==> config.mk <==
export PLATFORM = sky130hd
export DESIGN_NAME = mvbm_ram
export DESIGN_NICKNAME = d
export VERILOG_FILES = /design/src/rtl/mask_vertical_band_marker_defines.svh /design/src/rtl/mvbm_ram.sv
export SDC_FILE = /design/constraint.sdc
export NUM_CORES = 1
export LEC_CHECK = 0
export BUFFER_PORTS_ARGS = -buffer_cell sky130_fd_sc_hd__buf_2
export CAP_MARGIN = 15
export CORE_UTILIZATION = 40
export DETAILED_ROUTE_END_ITERATION = 8
export SLEW_MARGIN = 10
export SYNTH_ARGS = -nofsm -noshare
export SYNTH_HDL_FRONTEND = slang
export SYNTH_SLANG_ARGS = --single-unit
==> constraint.sdc <==
create_clock -name clock -period 1.8 [get_ports clock]
set_input_delay 0.36 -clock clock [delete_from_list [all_inputs] [get_ports clock]]
set_output_delay 0.36 -clock clock [all_outputs]
set_load 0.01 [all_outputs]
==> src/rtl/mask_vertical_band_marker_defines.svh <==
// ----------------------------------------------------------------------------
// mask_vertical_band_marker_defines
// assertion macros shared by the band marker modules
// ----------------------------------------------------------------------------
`ifndef MASK_VERTICAL_BAND_MARKER_DEFINES_SVH
`define MASK_VERTICAL_BAND_MARKER_DEFINES_SVH

// same-cycle implication
`define MVBM_ASSERT_SAME(label, clk, rst, ante, cons, msg) \
   label: assert property (@(posedge clk) disable iff (rst) (ante) |-> (cons)) \
      else $error(msg);

// next-cycle implication
`define MVBM_ASSERT_NEXT(label, clk, rst, ante, cons, msg) \
   label: assert property (@(posedge clk) disable iff (rst) (ante) |=> (cons)) \
      else $error(msg);

`endif

==> src/rtl/mvbm_ram.sv <==
// ----------------------------------------------------------------------------
// mvbm_ram
// generic ram, one write port and two registered read ports
// ----------------------------------------------------------------------------
module mvbm_ram #(
   parameter int Width = 1,
   parameter int Depth = 16
) (
   input  logic                     clock,
   input  logic                     wr_en,
   input  logic [$clog2(Depth)-1:0] wr_addr,
   input  logic [Width-1:0]         wr_data,
   input  logic                     rd_en,
   input  logic [$clog2(Depth)-1:0] rd_addr_a,
   input  logic [$clog2(Depth)-1:0] rd_addr_b,
   output logic [Width-1:0]         rd_data_a,
   output logic [Width-1:0]         rd_data_b
);

   logic [Width-1:0] mem_ff [Depth];
   logic [Width-1:0] rd_a_ff;
   logic [Width-1:0] rd_b_ff;

   always_ff @(posedge clock) begin
      if (wr_en) begin
         mem_ff[wr_addr] <= wr_data;
      end
      if (rd_en) begin
         rd_a_ff <= mem_ff[rd_addr_a];
         rd_b_ff <= mem_ff[rd_addr_b];
      end
   end

   assign rd_data_a = rd_a_ff;
   assign rd_data_b = rd_b_ff;

endmodule

==> metrics.md <==
| Metric | Value |
|---|---|
| Die area | between 2000 and 2500 µm² |
| H-tree Lvls | 1 |
| Antenna violations before repair | 0 |
| Root buf cell | clkbuf_4 |
| Layout cells sized above 1 | 27.6% |
| Max stage delay cell, worst path | mux4_1 |
| Syn Area/Cell | 16.7 µm² |
| Bufs and invs on worst path | 0 |
| Post-CTS Setup Repair Bufs | 0 |
| Largest net degree at the start of global routing | 17 |
| Top cells by area, synth | edfxtp_1, mux4_1, mux2i_1, nor2_1, nor3_1 |
| Post-placement cell count | 100 |
| Psw | about 0.16 mW |
| Critical Path AT | 1470 ps |
| Post-Layout Cell Count | 104 |
| Crit path max fanout | 2 |
| Synth top cells by count | edfxtp_1, nor2_1, mux4_1 |
| Top cell by count, worst path | mux2i_1 |
| Row count | 17 |
| Post-DR wirelength/cell | about 14 µm |
| Area growth syn-to-layout | 15.9% |
| Worst Clk Skew | 11.9 ps |
| Synthesized area | 921 µm² |
| Tmin final | 1420 ps |
| CTS Hold Buffers Added | 0 |
| Initial drt markers | 10 |
| CTS resizes | 0 |
| Cell accounting for the most synthesized area | edfxtp_1 |
| TritonCTS Buffers | 3 |
| RSZ-0062 raised after global routing | no |
| Post-synth EDFFs | 18 |
| Reg power frac | between 60 and 70% |
| Post-Syn Nets | between 70 and 80 |
| Slew Limit Fails | 0 |
| Max Cap Viol | 0 |
| Asr flop ratio synth | 0% |
| Sink Count | 18 |
| ANT nets after route | 0 |
| Pwr per Cell Area | 714 nW/µm² |
| # diodes | 0 |
| CP cell instances | mux4_1 -> mux2i_1 -> mux2i_1 |
| Die Y | between 40 and 50 µm |
| Vias in the first global route | just over 600 |
| Synthesis Warnings | 0 |
| CP max stage delay | 510 ps |
| First-pass GRT wire length | 2470 µm |
| Final hold violation count | 0 |
| Clock Path Buffers | 2 |
| Slew margin rel. | 84.8% |
| CP Launch Type | flop |
| Tightest Pin Transition | 228 ps |
| Status | finished clean |
| Post-synth top flop | edfxtp_1 |
| Syn Inst Count | 55 |
| Switch share | 21.4% |
| Worst path top cell family by delay | multiplexers |
| # IOs | 18 |
| Crit Path Class | reg -> reg |
| Sequential-to-total area share from yosys stat | 58.7% |
| Nets | 93 |
| Req. time, crit path | 1850 ps |
| Cell internal pwr | 0.599 mW |
| Setup TNS | 0 ps |
| Initial Utilization | 42.0% |
| Core box area | roughly 2200 µm² |
| #FFs+latches synth | 18 |
| Via count | roughly 550 |
| Synth unique cells | 10 |
| Vias per inst | 5.27 |
| Final hold slack | 278 ps |
| Crit share post-route | 78.7% |
| Total power | 0.762 mW |
| Most frequent cell after synthesis | edfxtp_1 |
| Die width | 50.0 µm |
| Final Setup Violations | 0 |
| WL final | 1430 µm |
| DRC viols | 0 |
| CTS tree | built |
| Total track usage | 13.6% |
| Worst Setup End Kind | flop |
| Clock latency on the worst-skew pair | 290 ps |
| Clk pin slew, worst setup/hold paths | around 100 ps |
| Hold WC Path Type | in -> reg |
| # port buffers | 17 |
| Clock power share | 26.0% |
| Peak VDD IR | 0.526 mV |
| Logic gate share of total power | between 10% and 20% |
| Post-synth top area share | 58.7% |
| GPL Wtd Cong | between 0.7 and 0.8 |
| Max Clock Freq | roughly 710 MHz |
| P_leak | slightly below 0.4 nW |
| DRT Pass-1 Iters | 4 |
| GR Overflow Total | 0 |
-- layer usage --
metal	wire [µm]	global-route usage (%)	share of wire, %	vias to the layer above
li1	-	-	-	273
met1	590	14.2	41	249
met2	719	24.4	50	21
met3	89	3.40	6.2	5
met4	29	7.62	2.0	0
met5	0	0	0	-
-- power groups by stage --
stage	clock, mW	sequential, mW	combinational, mW
2_1_floorplan	0	0.488	0.0422
3_3_place_gp	0	0.487	0.0862
3_5_place_dp	0	0.487	0.0875
4_1_cts	0.202	0.478	0.0877
5_1_grt	0.228	0.479	0.0945
6_report	0.198	0.477	0.0858
-- area by class of cell --
class	instances	area [µm²]
Fill cell	196	1120
Sequential cell	18	541
Clock inverter	1	3.75
Clock buffer	3	22.5
Timing Repair Buffer	17	85.1
Multi-Input combinational cell	37	380
Tap cell	28	35.0
-- kinds of logic (layout without fill, tap and decap cells) --
group                  count (synthesis)  after routing  synth area share [%]
flip-flops                            18             18                  58.7
AND/OR/NAND/NOR                       23             23                  12.0
multiplexers                          14             14                  29.3
buffers and inverters                  0             21                     0
-- cell usage in the layout (no fill, tap or decap) --
cell | synthesis | routed
buf_2 | 0 | 17
clkbuf_4 | 0 | 3
clkinv_1 | 0 | 1
edfxtp_1 | 18 | 18
mux2i_1 | 6 | 6
mux4_1 | 8 | 8
nand2_1 | 1 | 1
nand2b_1 | 2 | 2
nand3_1 | 1 | 1
nand3b_1 | 2 | 2
nor2_1 | 12 | 12
nor3_1 | 4 | 4
or3b_2 | 1 | 1
-- stage by stage --
step                      utilization, %  area [µm²]  setup slack (ps)
after global routing                48.7        1070               304
final                               48.7        1070               383
after detailed placement            47.5        1040               207
after global placement              47.5        1040               212
after floorplan                        -         921               466
after CTS                           48.7        1070               370
-- flip-flops by register name, summed over array words and instances (netlist names) --
register   cells
mem_ff        16
rd_data_a      1
rd_data_b      1
-- final timing paths --
kind / to / depth (start not counted) / startpoint / slack [ps]
worst max-delay path: rd_data_b / 3 / mem_ff[12] / 380
worst min-delay path: rd_data_b / 1 / rd_en / 280
worst max register to register: rd_data_b / 3 / mem_ff[12] / 380
worst min register to register: rd_data_a / 3 / mem_ff[3] / 860
-- worst register-to-register path: cells and delay by family, from the launching register on --
family  cells  cell delay, ps
flops       1             420
mux         3             750
(Power assumes the default switching activity.)
