File: config.mk
export PLATFORM = sky130hd
export DESIGN_NAME = mvbm_csr
export DESIGN_NICKNAME = d
export VERILOG_FILES = /design/src/rtl/mask_vertical_band_marker_defines.svh /design/src/rtl/mvbm_pkg.sv /design/src/rtl/mvbm_csr.sv
export SDC_FILE = /design/constraint.sdc
export NUM_CORES = 1
export LEC_CHECK = 0
export ABC_AREA = 1
export BUFFER_PORTS_ARGS = -buffer_cell sky130_fd_sc_hd__buf_2
export CAP_MARGIN = 10
export CORE_UTILIZATION = 52
export DETAILED_ROUTE_END_ITERATION = 8
export PLACE_DENSITY_LB_ADDON = 0.08
export SYNTH_ARGS = -nofsm -noshare
export SYNTH_HDL_FRONTEND = slang
export SYNTH_SLANG_ARGS = --single-unit
File: constraint.sdc
create_clock -name clock -period 3.2 [get_ports clock]
set_input_delay 0.48 -clock clock [delete_from_list [all_inputs] [get_ports clock]]
set_output_delay 0.48 -clock clock [all_outputs]
set_load 0.03 [all_outputs]
File: src/rtl/mask_vertical_band_marker_defines.svh
// ----------------------------------------------------------------------------
// mask_vertical_band_marker_defines
// assertion macros shared by the band marker modules
// ----------------------------------------------------------------------------
`ifndef MASK_VERTICAL_BAND_MARKER_DEFINES_SVH
`define MASK_VERTICAL_BAND_MARKER_DEFINES_SVH

// same-cycle implication
`define MVBM_ASSERT_SAME(label, clk, rst, ante, cons, msg) \
   label: assert property (@(posedge clk) disable iff (rst) (ante) |-> (cons)) \
      else $error(msg);

// next-cycle implication
`define MVBM_ASSERT_NEXT(label, clk, rst, ante, cons, msg) \
   label: assert property (@(posedge clk) disable iff (rst) (ante) |=> (cons)) \
      else $error(msg);

`endif

File: src/rtl/mvbm_pkg.sv
// ----------------------------------------------------------------------------
// mvbm_pkg
// types and constants of the vertical band marker
// ----------------------------------------------------------------------------
package mvbm_pkg;

   localparam int MAX_WIDTH_DEF    = 2048;
   localparam int MAX_HEIGHT_DEF   = 2048;
   localparam int HISTORY_ROWS_DEF = 128;

   localparam int DIM_CFG_W   = 12;
   localparam int TOL_CFG_W   = 5;
   localparam int REACH_CFG_W = 7;
   localparam int CSR_DATA_W  = 12;
   localparam int CSR_ADDR_W  = 2;
   localparam int POS_OUT_W   = 11;

   localparam int WIDTH_RST     = 1920;
   localparam int HEIGHT_RST    = 1080;
   localparam int TOLERANCE_RST = 27;
   localparam int REACH_RST     = 96;

   typedef enum logic [CSR_ADDR_W-1:0] {
      CSR_IMAGE_WIDTH,
      CSR_IMAGE_HEIGHT,
      CSR_TOLERANCE_ROWS,
      CSR_REACH_ROWS
   } csr_index_type;

   typedef struct packed {
      logic mask_in;
      logic flush;
   } req_type;

   typedef struct packed {
      logic                 mask_out;
      logic [POS_OUT_W-1:0] out_row;
      logic [POS_OUT_W-1:0] out_col;
      logic                 frame_end;
   } rsp_type;

   typedef struct packed {
      logic                 pix;
      logic                 emit;
      logic                 band_b_ok;
      logic                 tol_ok;
      logic                 byp_cur;
      logic                 byp_up;
      logic                 last;
      logic [POS_OUT_W-1:0] row;
      logic [POS_OUT_W-1:0] col;
   } stage_type;

endpackage

File: src/rtl/mvbm_csr.sv
// ----------------------------------------------------------------------------
// mvbm_csr
// configuration registers, limited to the usable range (tolerance on output)
// ----------------------------------------------------------------------------
module mvbm_csr import mvbm_pkg::*; #(
   parameter int MaxWidth    = MAX_WIDTH_DEF,
   parameter int MaxHeight   = MAX_HEIGHT_DEF,
   parameter int HistoryRows = HISTORY_ROWS_DEF
) (
   input  logic                              clock,
   input  logic                              reset,
   input  logic                              csr_we,
   input  logic [CSR_ADDR_W-1:0]             csr_addr,
   input  logic [CSR_DATA_W-1:0]             csr_wdata,
   output logic [$clog2(MaxWidth+1)-1:0]     width,
   output logic [$clog2(MaxHeight+1)-1:0]    height,
   output logic [$clog2(HistoryRows)-1:0]    reach,
   output logic [$clog2(HistoryRows)-1:0]    tol
);

   localparam int COL_W   = $clog2(MaxWidth + 1);
   localparam int HGT_W   = $clog2(MaxHeight + 1);
   localparam int LINE_W  = $clog2(HistoryRows);
   localparam int WCMP_W  = (COL_W > DIM_CFG_W) ? COL_W : DIM_CFG_W;
   localparam int HCMP_W  = (HGT_W > DIM_CFG_W) ? HGT_W : DIM_CFG_W;
   localparam int RCMP_W  = (LINE_W > REACH_CFG_W) ? LINE_W : REACH_CFG_W;
   localparam int TCMP_W  = (LINE_W > TOL_CFG_W) ? LINE_W : TOL_CFG_W;

   logic [COL_W-1:0]     width_ff;
   logic [HGT_W-1:0]     height_ff;
   logic [LINE_W-1:0]    reach_ff;
   logic [TOL_CFG_W-1:0] tol_ff;
   logic [TCMP_W-1:0]    tol_lim;
   csr_index_type        index;

   function automatic logic [COL_W-1:0] clamp_width(logic [DIM_CFG_W-1:0] v);
      logic [WCMP_W-1:0] e;
      e = WCMP_W'(v);
      if (e == '0) return COL_W'(1);
      if (e > WCMP_W'(MaxWidth)) return COL_W'(MaxWidth);
      return COL_W'(e);
   endfunction

   function automatic logic [HGT_W-1:0] clamp_height(logic [DIM_CFG_W-1:0] v);
      logic [HCMP_W-1:0] e;
      e = HCMP_W'(v);
      if (e == '0) return HGT_W'(1);
      if (e > HCMP_W'(MaxHeight)) return HGT_W'(MaxHeight);
      return HGT_W'(e);
   endfunction

   function automatic logic [LINE_W-1:0] clamp_reach(logic [REACH_CFG_W-1:0] v);
      logic [RCMP_W-1:0] e;
      e = RCMP_W'(v);
      if (e > RCMP_W'(HistoryRows - 1)) return LINE_W'(HistoryRows - 1);
      return LINE_W'(e);
   endfunction

   assign index = csr_index_type'(csr_addr);

   always_ff @(posedge clock) begin
      if (reset) begin
         width_ff  <= clamp_width(DIM_CFG_W'(WIDTH_RST));
         height_ff <= clamp_height(DIM_CFG_W'(HEIGHT_RST));
         reach_ff  <= clamp_reach(REACH_CFG_W'(REACH_RST));
         tol_ff    <= TOL_CFG_W'(TOLERANCE_RST);
      end else if (csr_we) begin
         case (index)
            CSR_IMAGE_WIDTH: begin
               width_ff <= clamp_width(csr_wdata[DIM_CFG_W-1:0]);
            end
            CSR_IMAGE_HEIGHT: begin
               height_ff <= clamp_height(csr_wdata[DIM_CFG_W-1:0]);
            end
            CSR_TOLERANCE_ROWS: begin
               tol_ff <= csr_wdata[TOL_CFG_W-1:0];
            end
            CSR_REACH_ROWS: begin
               reach_ff <= clamp_reach(csr_wdata[REACH_CFG_W-1:0]);
            end
            default: begin
            end
         endcase
      end
   end

   // tolerance limited by what the line store has left after the reach
   assign tol_lim = TCMP_W'(HistoryRows - 1) - TCMP_W'(reach_ff);

   always_comb begin
      if (TCMP_W'(tol_ff) > tol_lim) begin
         tol = LINE_W'(tol_lim);
      end else begin
         tol = LINE_W'(tol_ff);
      end
   end

   assign width  = width_ff;
   assign height = height_ff;
   assign reach  = reach_ff;

endmodule

==> impl_metrics.csv <==
group,metric,value,unit
setup_path,r2r_end,"width[3]",
setup_path,crit_type,"flip-flop to primary output",
sta,max_freq,420,MHz
global_routing,met3_usage,0.0476,
global_routing,busiest_layer,"met2",
global_routing,grt_first_pass_wirelength,5670,um
detailed_routing,drt_iter0_markers,53,
global_routing,gr-usage-met2,0.376,
setup_path,slowest_stage,"dfxtp_1",
logic_synthesis,ys_ff_latch,36,
detailed_routing,wl_per_cell,11.8,um
logic_synthesis,ys_warn_count,0,
sta,finClkSkew,0,ns
setup_path,critPathLaunchType,"flip-flop",
sta,tightest_slew,0.813,ns
finish,final_area,1880,um^2
cts,worstSkewPairLatency,0.33,ns
detailed_routing,postRouteWirelength,3380,um
sta,rsz0062_at_grt,"false",
setup_path,cp_common_cell,"nand2_1",
finish,synthToLayoutAreaGrowth,19.3,%
floorplanning,fp.dieW,57.1,um
place,dpl_cell_area,1820,um^2
floorplanning,start_util,0.563,
logic_synthesis,synthCells,202,
setup_path,critPathMaxFanout,6,
power,power,950,uW
finish,mostFrequentLayoutCells,"buf_2, nand2_1, dfxtp_1",
cts,post_cts_buffers,0,
finish,final_util,0.671,
setup_path,cp_data_arrival_time,1.90,ns
global_routing,grt_pass1_vias,1306,
worst_hold_path,hp-class,"primary input to flip-flop",
floorplanning,die_y,57.1,um
sta,layout_min_cycle_time,2.38,ns
cts,numCtsBuffers,5,
run_status,violations,"DRC",
job,cap_violations,0,
setup_path,crit_required,2.72,ns
cts,cts_root_buf,"clkbuf_4",
finish,final_nets,276,
worst_hold_path,hold_start,"csr_wdata[5]",
detailed_routing,num_vias,1481,
global_routing,grt_max_degree,31,
cts,cts_resized,0,
global_routing,gr-total-overflow,0,
logic_synthesis,ys_types,26,
floorplanning,io_pins,55,
cts,path_clk_slew,0.10,ns
cts,htreeDepth,2,
cts,cts_tree,"done",
place,portBuffers,52,
worst_hold_path,min_to,"reach[5]",
detailed_routing,dr.pass1.iters,6,
sta,max_slew_margin,0.458,
cts,clkSinkCount,36,
finish,fillerInstances,258,
finish,seq_area,721,um^2
finish,drive_gt1_frac,0.267,
setup_path,slowest_delay,0.34,ns
sta,slew_viol_final,0,
detailed_routing,viasPerCell,5.18,
setup_path,worstPathCellList,"ha_1 -> a21oi_1 -> o21ai_0 -> nand2_1 -> nand2_1 -> nand2_1 -> nand2_1 -> nand2_1 -> buf_2",
cts,hold_buffers,0,
finish,antennaDiodeCount,0,
sta,min_period_over_period,0.745,
global_routing,grt_use_met1,0.282,
sta,setup_violations,0,
logic_synthesis,ys_seq_area_frac,0.456,
floorplanning,coreArea,2810,um^2
run_status,outcome,"finished, violations left",
global_routing,antenna_found_initial,0,
floorplanning,die_area,3260,um^2
power,vdd_ir_drop_max,324,uV
power,p_leak,0.000942,uW
setup_path,reg2reg_from,"width[3]",
finish,final_common_cell,"buf_2",
detailed_routing,ant_nets,0,
place,place.gp.congestion,0.819,
place,dp_hpwl,2500,um
sta,setup-tns-final,0,ns
logic_synthesis,netlist_area,1580,um^2
sta,hold_viol,0,
setup_path,cp-end-kind,"primary output",
setup_path,reg2regPathDepth,2,
detailed_routing,drc_errors,9,
sta,whs,0.387,ns
floorplanning,rows,19,
power,p_per_area,505,nW/um^2
global_routing,grt.total_usage,0.226,
cts,cts_buffer_depth,2,
finish,multi_input_area,737,um^2
setup_path,rrSetupSlack,2.53,ns
worst_hold_path,min_path_cells,3,
logic_synthesis,avgSynthCellArea,7.82,um^2
==> where the power goes <==
part	total (uW)	switching [uW]	leakage [uW]	internal [uW]
combinational	214	152	0.000614	62.4
sequential	485	13.2	0.000295	471
clock	252	143	0.0000326	108
total	950	308	0.000942	642
==> worst max-delay path by stage <==
stage | startpoint | endpoint | slack, ns | cells after the start
detailed placement | reach[2] | tol[3] | 1.18 | 9
floorplan | reach[2] | tol[0] | 1.15 | 8
global route | reach[2] | tol[3] | 0.65 | 9
global placement | reach[2] | tol[3] | 1.20 | 9
finish | reach[2] | tol[3] | 0.82 | 9
CTS | reach[2] | tol[3] | 0.79 | 9
==> per-stage QoR <==
stage	worst slack (ns)	instances
floorplan	1.15	203
finish	0.816	286
detailed placement	1.18	278
global placement	1.20	278
global route	0.655	286
CTS	0.790	286
==> area by class of cell <==
type | instances | area share
Tap cell | 31 | 0.0206
Inverter | 16 | 0.0359
Sequential cell | 36 | 0.383
Clock buffer | 8 | 0.0312
Multi-Input combinational cell | 143 | 0.391
Timing Repair Buffer | 52 | 0.138
==> cells by family after synthesis <==
family                   after synthesis  synth area share
adder cells (fa/ha/maj)                5            0.0396
buffers and inverters                 24            0.0792
flip-flops                            36             0.456
AO/OA/AOI/OAI                         59             0.200
AND/OR/NAND/NOR                       77             0.223
other                                  1           0.00237
==> state kept, by name, summed over array words and instances (netlist names) <==
name	flops
width	12
reach	7
tol_ff	5
height	12
==> cell usage after synthesis <==
master / count / area share
a21oi_1: 26 / 0.082
a21oi_2: 2 / 0.011
buf_2: 1 / 0.0032
buf_4: 2 / 0.0095
buf_6: 2 / 0.014
clkbuf_1: 2 / 0.0048
clkbuf_4: 1 / 0.0048
clkinv_4: 1 / 0.0055
conb_1: 1 / 0.0024
dfxtp_1: 36 / 0.46
ha_1: 5 / 0.040
inv_1: 14 / 0.033
inv_4: 1 / 0.0040
nand2_1: 45 / 0.11
nand2_4: 1 / 0.0071
nand3_1: 16 / 0.051
nand3_4: 2 / 0.022
nand4_1: 1 / 0.0040
nor2_1: 10 / 0.024
o211ai_1: 1 / 0.0048
o21ai_0: 21 / 0.067
o21ai_1: 6 / 0.019
o21ai_2: 2 / 0.011
o21bai_1: 1 / 0.0048
or2_1: 1 / 0.0040
or2_2: 1 / 0.0040
==> critical path, delay by kind of cell (launching register included) <==
| family | cells | cell delay, ns |
|---|---|---|
| compound gates | 2 | 0.25 |
| fa+ha+maj | 1 | 0.33 |
| buf+inv | 1 | 0.19 |
| flops | 1 | 0.34 |
| simple gates | 5 | 0.46 |
==> routing by layer <==
layer	vias up	part of all wire
met5	-	0
met4	0	0.017
met3	8	0.051
met2	42	0.46
met1	650	0.47
li1	781	-
(Power assumes the default switching activity.)
