===== config.mk =====
export PLATFORM = sky130hd
export DESIGN_NAME = mvbm_back
export DESIGN_NICKNAME = d
export VERILOG_FILES = /design/src/rtl/mvbm_pkg.sv /design/src/rtl/mvbm_back.sv
export VERILOG_INCLUDE_DIRS = /design/src /design/src/rtl
export SDC_FILE = /design/constraint.sdc
export NUM_CORES = 1
export LEC_CHECK = 0
export BUFFER_PORTS_ARGS = -buffer_cell sky130_fd_sc_hd__buf_2
export CORE_UTILIZATION = 51
export DETAILED_ROUTE_END_ITERATION = 10
export PLACE_DENSITY = 0.86
export SYNTH_ARGS = -nofsm -noshare
export SYNTH_HDL_FRONTEND = slang
export SYNTH_SLANG_ARGS = --single-unit

===== constraint.sdc =====
create_clock -name clock -period 3.9 [get_ports clock]
set_input_delay 0.78 -clock clock [delete_from_list [all_inputs] [get_ports clock]]
set_output_delay 0.78 -clock clock [all_outputs]
set_load 0.05 [all_outputs]

===== src/rtl/mask_vertical_band_marker_defines.svh =====
// ----------------------------------------------------------------------------
// mask_vertical_band_marker_defines
// assertion macros shared by the band marker modules
// ----------------------------------------------------------------------------
`ifndef MASK_VERTICAL_BAND_MARKER_DEFINES_SVH
`define MASK_VERTICAL_BAND_MARKER_DEFINES_SVH

// same-cycle implication
`define MVBM_ASSERT_SAME(label, clk, rst, ante, cons, msg) \
   label: assert property (@(posedge clk) disable iff (rst) (ante) |-> (cons)) \
      else $error(msg);

// next-cycle implication
`define MVBM_ASSERT_NEXT(label, clk, rst, ante, cons, msg) \
   label: assert property (@(posedge clk) disable iff (rst) (ante) |=> (cons)) \
      else $error(msg);

`endif


===== src/rtl/mvbm_pkg.sv =====
// ----------------------------------------------------------------------------
// mvbm_pkg
// types and constants of the vertical band marker
// ----------------------------------------------------------------------------
package mvbm_pkg;

   localparam int MAX_WIDTH_DEF    = 2048;
   localparam int MAX_HEIGHT_DEF   = 2048;
   localparam int HISTORY_ROWS_DEF = 128;

   localparam int DIM_CFG_W   = 12;
   localparam int TOL_CFG_W   = 5;
   localparam int REACH_CFG_W = 7;
   localparam int CSR_DATA_W  = 12;
   localparam int CSR_ADDR_W  = 2;
   localparam int POS_OUT_W   = 11;

   localparam int WIDTH_RST     = 1920;
   localparam int HEIGHT_RST    = 1080;
   localparam int TOLERANCE_RST = 27;
   localparam int REACH_RST     = 96;

   typedef enum logic [CSR_ADDR_W-1:0] {
      CSR_IMAGE_WIDTH,
      CSR_IMAGE_HEIGHT,
      CSR_TOLERANCE_ROWS,
      CSR_REACH_ROWS
   } csr_index_type;

   typedef struct packed {
      logic mask_in;
      logic flush;
   } req_type;

   typedef struct packed {
      logic                 mask_out;
      logic [POS_OUT_W-1:0] out_row;
      logic [POS_OUT_W-1:0] out_col;
      logic                 frame_end;
   } rsp_type;

   typedef struct packed {
      logic                 pix;
      logic                 emit;
      logic                 band_b_ok;
      logic                 tol_ok;
      logic                 byp_cur;
      logic                 byp_up;
      logic                 last;
      logic [POS_OUT_W-1:0] row;
      logic [POS_OUT_W-1:0] col;
   } stage_type;

endpackage


===== src/rtl/mvbm_back.sv =====
// ----------------------------------------------------------------------------
// mvbm_back
// band decision on line store data and result register
// ----------------------------------------------------------------------------
`include "mask_vertical_band_marker_defines.svh"

module mvbm_back import mvbm_pkg::*; (
   input  logic      clock,
   input  logic      reset,
   input  logic      accept,
   input  stage_type stage,
   input  logic      cur_bit,
   input  logic      up_bit,
   output logic      stage_ready,
   output logic      rsp_valid,
   input  logic      rsp_ready,
   output rsp_type   rsp_data
);

   stage_type s1_ff;
   logic      s1_valid_ff, s1_valid_in;
   logic      rsp_valid_ff, rsp_valid_in;
   rsp_type   rsp_data_ff, rsp_data_in;

   logic      out_free, s1_go, cur, up, band;

   assign out_free    = !rsp_valid_ff || rsp_ready;
   assign s1_go       = s1_valid_ff && (!s1_ff.emit || out_free);
   assign stage_ready = !s1_valid_ff || s1_go;

   always_comb begin
      cur  = s1_ff.byp_cur ? s1_ff.pix : cur_bit;
      up   = s1_ff.byp_up ? s1_ff.pix : up_bit;
      band = (s1_ff.tol_ok && cur && !up) || (s1_ff.band_b_ok && !cur && s1_ff.pix);

      rsp_data_in.mask_out  = band;
      rsp_data_in.out_row   = s1_ff.row;
      rsp_data_in.out_col   = s1_ff.col;
      rsp_data_in.frame_end = s1_ff.last;

      s1_valid_in  = accept || (s1_valid_ff && !s1_go);
      rsp_valid_in = (s1_go && s1_ff.emit) || (rsp_valid_ff && !rsp_ready);
   end

   always_ff @(posedge clock) begin
      if (reset) begin
         s1_valid_ff  <= 1'b0;
         rsp_valid_ff <= 1'b0;
      end else begin
         s1_valid_ff  <= s1_valid_in;
         rsp_valid_ff <= rsp_valid_in;
      end
   end

   always_ff @(posedge clock) begin
      if (accept) begin
         s1_ff <= stage;
      end
      if (s1_go && s1_ff.emit) begin
         rsp_data_ff <= rsp_data_in;
      end
   end

   assign rsp_valid = rsp_valid_ff;
   assign rsp_data  = rsp_data_ff;

   `MVBM_ASSERT_NEXT(a_result_loaded, clock, reset, s1_go && s1_ff.emit, rsp_valid_ff, "result lost on its way out")
   `MVBM_ASSERT_NEXT(a_stage_holds, clock, reset, s1_valid_ff && !s1_go, s1_valid_ff && $stable(s1_ff), "stalled stage changed")
   `MVBM_ASSERT_NEXT(a_no_band_outside, clock, reset, s1_go && s1_ff.emit && !s1_ff.tol_ok && !s1_ff.band_b_ok, !rsp_data_ff.mask_out, "band marked where neither test applies")

endmodule


==> results.txt, run 1 <==
- Outcome: complete, no violations
- Data required time at the worst endpoint: 3.12 ns
* Worst Setup Slack post-DPL: between 1.5 and 2 ns
- Ranked by total cell area, the synthesized netlist is headed by sky130_fd_sc_hd__edfxtp_1 (92%), sky130_fd_sc_hd__dfxtp_1 (2.3%), sky130_fd_sc_hd__o32ai_2 (0.94%), sky130_fd_sc_hd__nor2b_4 (0.79%), sky130_fd_sc_hd__a21oi_1 (0.58%).
* TritonRoute pass-1 iters: 4
- CTS tree: built
* Area overhead of the layout relative to synthesis: 23.5%
- Power spread over the standard cell area amounts to 464 nW/um^2.
- Final routed wirelength across all metal layers: roughly 2300 um
- Root Buffer: sky130_fd_sc_hd__clkbuf_4
* Share of cells above drive strength 1: approximately 52%
- In this run, synthesis produced a sequential element count of 55.
- Antenna-violating nets left: 0
- The most common cell in the synthesized netlist is sky130_fd_sc_hd__edfxtp_1.
- Buffers inserted during post-CTS setup optimization: 0
- Vias after detailed routing: 869
- Type of the worst setup path: in2out
- Effective utilization at floorplan: between 50% and 60%
- Type of the most critical hold path: reg2reg
* Arrival time of data at the critical path endpoint: 1.36 ns
* Post-route design area: 2140 um^2
- Global routing finished with a remaining overflow of 0.
- Num CTS Buffers: 5
* Number of nets at the end of the flow: about 170
* Final core utilization: 68.4%
- The worst path meets setup with between 1.5 and 2 ns of slack.
* Vias per cell: around 4.8
* Wire length of the first global-routing pass: 3650 um
* Distinct cell type count of the synthesized netlist: 13
- The initial antenna violation count is 0.
- Final period util: 55.0%
- Max Root-Sink Buffers: 2
* Max capacitance violation total: 0
- Yosys warnings: 0
- Sequential area share after synthesis: 94.2%
* Clock sinks: 55
- Setup repair after global routing missed its margin: no
* Wire length per cell after detailed routing: 12.9 um
- In this run the tightest slew margin relative to its limit is about a quarter.
- Mean instance size in the synthesized netlist: 24.8 um^2
* Setup crit end kind: primary output
- Ports: 61
- Yosys mapped a number of flops with a built-in enable equal to 53.
* Peak supply drop: 0.327 mV
- Dominant synthesized flop cell: sky130_fd_sc_hd__edfxtp_1
- Startpoint kind of the worst setup timing path: primary input
- Maximum number of pins on one net before global-route repair: 31
- Between clock sinks in the finished design, the worst skew comes to 0.00503 ns.
* Total Neg Setup Slack: 0 ns
* Final-report max-slew violation count: 0
- Along the worst path, the maximum fanout reaches 3.
- The biggest area contributor in the post-synthesis netlist is sky130_fd_sc_hd__edfxtp_1.
* Cell area after placement: between 2000 and 2500 um^2
- The number of antenna diodes in the final layout is 0.
- Share of the synthesized area in the top cell type: 91.8%
- Vias in the first global route: 818
- Total die area: 3630 um^2
- The floorplan step defined a core boundary enclosing 3130 um^2.
* Worst Max-Slew Pin Slew: between 1 and 1.5 ns
- The analysis attributes to cell leakage a power of 0.000818 uW.
- After synthesis, the share of flip-flops with an asynchronous set or reset is 0%.
* Number of gates given a new drive strength after cts: 0
* Count of final setup violators: 0
- Hold bufs inserted after CTS: 0
* Starting DRC count in detailed routing: 28
* Number of buffers inserted by port buffering: 60
- Maximum clock rate: 467 MHz
* Die Y-Extent: 60.3 um
- Number of standard cells after synthesis: 70
- Synthesized cell area: 1730 um^2
* Number of hold violations in the final report: 0
* Aggregate global-route resource usage: 15.1%
* DRC violation count after routing: 0
* Net count after synthesis: 105
* Post-layout power: 994 uW
* Time the final worst path needs with I/O delays and setup: 2.14 ns
- Clock-pin slew was measured on the worst setup and hold paths at around 0.13 ns.
- Clock H-tree levels: 2
- Placement row count: 20
- Last weighted congestion value of the routability-driven placer: 0.656
- Chip width: 60.3 um
- Skew-Pair Late Insertion Delay: about 0.35 ns
report_power, final:
group	leakage, uW	total (uW)	switching, uW	internal, uW
clock	0.0000293	220	149	70.6
combinational	0.000269	75.3	53.7	21.7
sequential	0.000520	699	10.4	688
metal layers:
metal  vias to the layer above  global-route usage (%)  share of wire, %  routed length [um]
li1                        408                       -                 -                   -
met4                         0                    6.98               1.9                  44
met5                         -                       0                 0                   0
met1                       410                    15.4                34                 803
met2                        46                    27.6                56                1320
met3                         5                    4.76               7.5                 177
metrics by stage:
stage,instances,hold WS (ns)
3_5_place_dp,174,0.405
3_3_place_gp,174,0.401
4_1_cts,182,0.435
2_1_floorplan,70,0.400
5_1_grt,182,0.441
6_report,182,0.434
placed cells by master, fill, tap and decap left out, drive strengths merged:
cell     n
buf     60
nand3    1
dfxtp    2
nand2    2
edfxtp  53
inv      2
nor3b    1
clkinv   1
a21oi    3
clkbuf   7
a31oi    1
o32ai    1
nor2b    1
nor2     3
state kept, by name (all words and copies together) (netlist names):
| signal | cells |
|---|---|
| rsp_valid | 1 |
| rsp_data | 24 |
| rsp_data_in | 23 |
| s1_valid_ff | 1 |
| s1_ff | 6 |
worst max-delay path, stage by stage:
cell and delay (ns):
sky130_fd_sc_hd__buf_2 0.11, sky130_fd_sc_hd__nor2b_4 0.14, sky130_fd_sc_hd__nand3_2 0.11, sky130_fd_sc_hd__buf_2 0.22
area by class of cell:
type                            count  area (um^2)
Multi-Input combinational cell     13         96.3
Timing Repair Buffer               60          300
Sequential cell                    55         1630
Clock inverter                      1         5.00
Clock buffer                        7         45.0
Inverter                            2         7.51
Fill cell                         212          987
Tap cell                           44         55.1
logic make-up (layout without fill, tap and decap cells):
family          Yosys count  after routing  synth area share [%]
simple gates              8              8                  3.03
buf+inv                   2             70                 0.433
compound gates            5              5                  2.38
flops                    55             55                  94.2
path summary, 6_finish.rpt:
path,startpoint,to,slack (ns),cells after the start
setup / recovery,rsp_ready,stage_ready,1.76,4
hold / removal,rsp_data_in[21],rsp_data[21],0.43,0
setup reg to reg,s1_ff[27],rsp_data[20],2.19,2
hold reg to reg,rsp_data_in[21],rsp_data[21],0.43,0
(Power assumes the default switching activity.)
==> inputs of run 2 (changes only) <==
CORE_UTILIZATION = 48   (was 51)
PLACE_DENSITY = 0.82   (was 0.86)
clock period = 2.25 ns   (was 3.9 ns; I/O delays follow)
==> run 2 against run 1 <==
  * Critical path depth fell by 1
  * Non-clock buffer count up 1
  * Global-route usage fell by 2.3 points
  * Clock-buffer cell count fell by 2
  * Routed wire length rose by 0.51%
  * Clock power increased by 130%
  * Final cell count increased by 1.6%
  * Total power increased by 85%
  * Register-to-register slack worse by 1.1 ns
==> results.txt, run 2 (same netlist as run 1, synthesis figures left out) <==
* Beginning of the worst hold path: stage[0]
- Measured against its own limit, the worst slew margin works out to between 50 and 60%.
- Setup repair after global routing left no endpoint under its margin.
- Aggregate global-route resource usage: 12.9%
* Num CTS Buffers: 5
- Clock sinks: 55
- Time the final worst path needs with I/O delays and setup: roughly 1.7 ns
- Maximum single-stage delay on the critical path: ~0.36 ns
- In this run the clock root is driven by a sky130_fd_sc_hd__clkbuf_4.
- Final routed wirelength across all metal layers: ~2400 um
* Startpoint kind of the worst setup timing path: flip-flop
- Startpoint of the most critical register-to-register path: s1_ff[27]
* FF-to-FF path depth: 3
- The area growth from synthesis to layout is 25.6%.
* Type of the worst setup path: reg2out
- Worst Max-Slew Pin Slew: roughly 0.64 ns
* Maximum clock rate: 604 MHz
* Post-layout power: 1840 uW
* Max capacitance violation total: 0
- Total Neg Setup Slack: 0 ns
- Summed over all cells, the static leakage comes to 0.000837 uW.
- The first TritonRoute pass finished after 4 iterations.
- The number of hold-slack violations in the final timing report was 0.
* Vias per cell: 4.57
- The clock passes through at most 2 buffers.
- Share of cells above drive strength 1: between 50% and 60%
- The path with the worst hold slack has its endpoint at rsp_data_in[1].
* Kind of cell with the highest combined delay on the critical path: flip-flops
- Skew-Pair Late Insertion Delay: approximately 0.36 ns
* Core footprint: 3390 um^2
- After clock tree synthesis, the setup repair step added 0 buffers.
- The number of hold buffers added after CTS was 0.
- After clock tree synthesis, the repair step resized 0 gates.
- HPWL Detailed: 1660 um
* Starting DRC count in detailed routing: 27
* Vias in the first global route: 741
- Number of buffer and inverter stages on the critical path: 1
- The total count of max-transition violations in the final report is 0.
* Placement row count: 21
- The worst setup path is captured at a primary output.
- Vias after detailed routing: 845
- For this design, the slowest cell found on the critical path is sky130_fd_sc_hd__dfxtp_1.
- The die covers approximately 3900 um^2.
- Input and output buffers added on the ports amount to 60.
- Initial antenna violation count: 0
- Peak supply drop: 0.440 mV
* Antenna fix cells: 0
* Total power per unit cell area: 846 nW/um^2
* Final worst clock skew: 0.0118 ns
- CTS tree: built
- Die Y-Extent: 62.1 um
* Internal reg-to-reg setup slack: 1.07 ns
- Count of final setup violators: 0
- The flow ran to the end, and the final reports show no timing, DRC or antenna violations.
- Data arrives at the worst endpoint at 1.21 ns.
* Maximum number of pins on one net before global-route repair: 31
- Wire length per cell after detailed routing: 12.8 um
- Of all nets on the critical path, the largest fanout is 3.
- Clock slew at reported path FFs: 0.14 ns
* Hold path cells: 1
- The tightest min-delay check is of the in2reg type.
* Chip width: around 62 um
- Final period util: 73.6%
- Data required time at the worst endpoint: 1.80 ns
* Max FFs per register: 24
- Destination of the worst register-to-register timing path: rsp_data[19]
- Ports: 61
- Clock H-tree levels: 2
- After detailed routing, the number of remaining DRC violations is 0.
- Walking the worst path, the cells encountered are nor2b_4 > nand3_2 > buf_2.
- The total overflow left after global routing is 0.
* Most frequent standard cell in the layout excluding fill and tap cells: sky130_fd_sc_hd__buf_2
- Wire length of the first global-routing pass: 3190 um
- Fill count: 258
* Last weighted congestion value of the routability-driven placer: approximately 0.67
- Antenna-violating nets left: 0
* Number of nets at the end of the flow: approximately 170
- Highest-count cells in the layout ignoring fill and taps: sky130_fd_sc_hd__buf_2 (60), sky130_fd_sc_hd__edfxtp_1 (53), sky130_fd_sc_hd__clkbuf_4 (5)
- Once the floorplan was initialized, standard cells occupied 51.1% of the core.
[run 2: worst max-delay path by stage]
stage	start	to	slack, ns	depth (start not counted)
2_1_floorplan	rsp_valid	rsp_data[0]	0.13	2
3_3_place_gp	rsp_ready	stage_ready	0.80	4
3_5_place_dp	rsp_ready	stage_ready	0.76	4
4_1_cts	rsp_valid	stage_ready	0.56	3
5_1_grt	rsp_valid	stage_ready	0.50	3
6_report	rsp_valid	stage_ready	0.59	3
[run 2: worst register-to-register path: stages, from the launching register on]
cell and delay, ns:
sky130_fd_sc_hd__edfxtp_1 0.41, sky130_fd_sc_hd__nand2_1 0.08, sky130_fd_sc_hd__nor2_2 0.07, sky130_fd_sc_hd__buf_4 0.30
[run 2: final cells by class]
| type | count | area [um^2] | share of cell area (%) |
|---|---|---|---|
| Clock buffer | 5 | 37.5 | 1.72 |
| Clock inverter | 3 | 38.8 | 1.78 |
| Inverter | 2 | 7.51 | 0.345 |
| Multi-Input combinational cell | 13 | 96.3 | 4.43 |
| Sequential cell | 55 | 1630 | 74.9 |
| Tap cell | 46 | 57.6 | 2.64 |
| Timing Repair Buffer | 61 | 308 | 14.1 |
[run 2: per-stage QoR]
| step | cell area, um^2 | util, % | hold WS, ns | setup slack, ns | instances |
|---|---|---|---|---|---|
| 6_report | 2180 | 64.2 | 0.250 | 0.594 | 185 |
| 2_1_floorplan | 1730 | - | 0.400 | 0.134 | 70 |
| 3_3_place_gp | 2100 | 62.0 | 0.401 | 0.804 | 177 |
| 3_5_place_dp | 2100 | 62.0 | 0.405 | 0.763 | 177 |
| 5_1_grt | 2180 | 64.2 | 0.213 | 0.497 | 185 |
| 4_1_cts | 2180 | 64.2 | 0.228 | 0.555 | 185 |
[run 2: metal layers]
metal	part of all wire [%]	track usage, %	vias to the layer above
li1	-	-	410
met1	34	12.0	391
met2	57	22.8	40
met3	8.5	6.83	4
met4	0.97	6.03	0
met5	0	0	-
[run 2: power breakdown]
part | switching (uW) | internal, uW | leakage (uW)
sequential | 17.3 | 1190 | 0.000520
clock | 272 | 229 | 0.0000426
combinational | 92.1 | 38.5 | 0.000274
total | 382 | 1460 | 0.000837
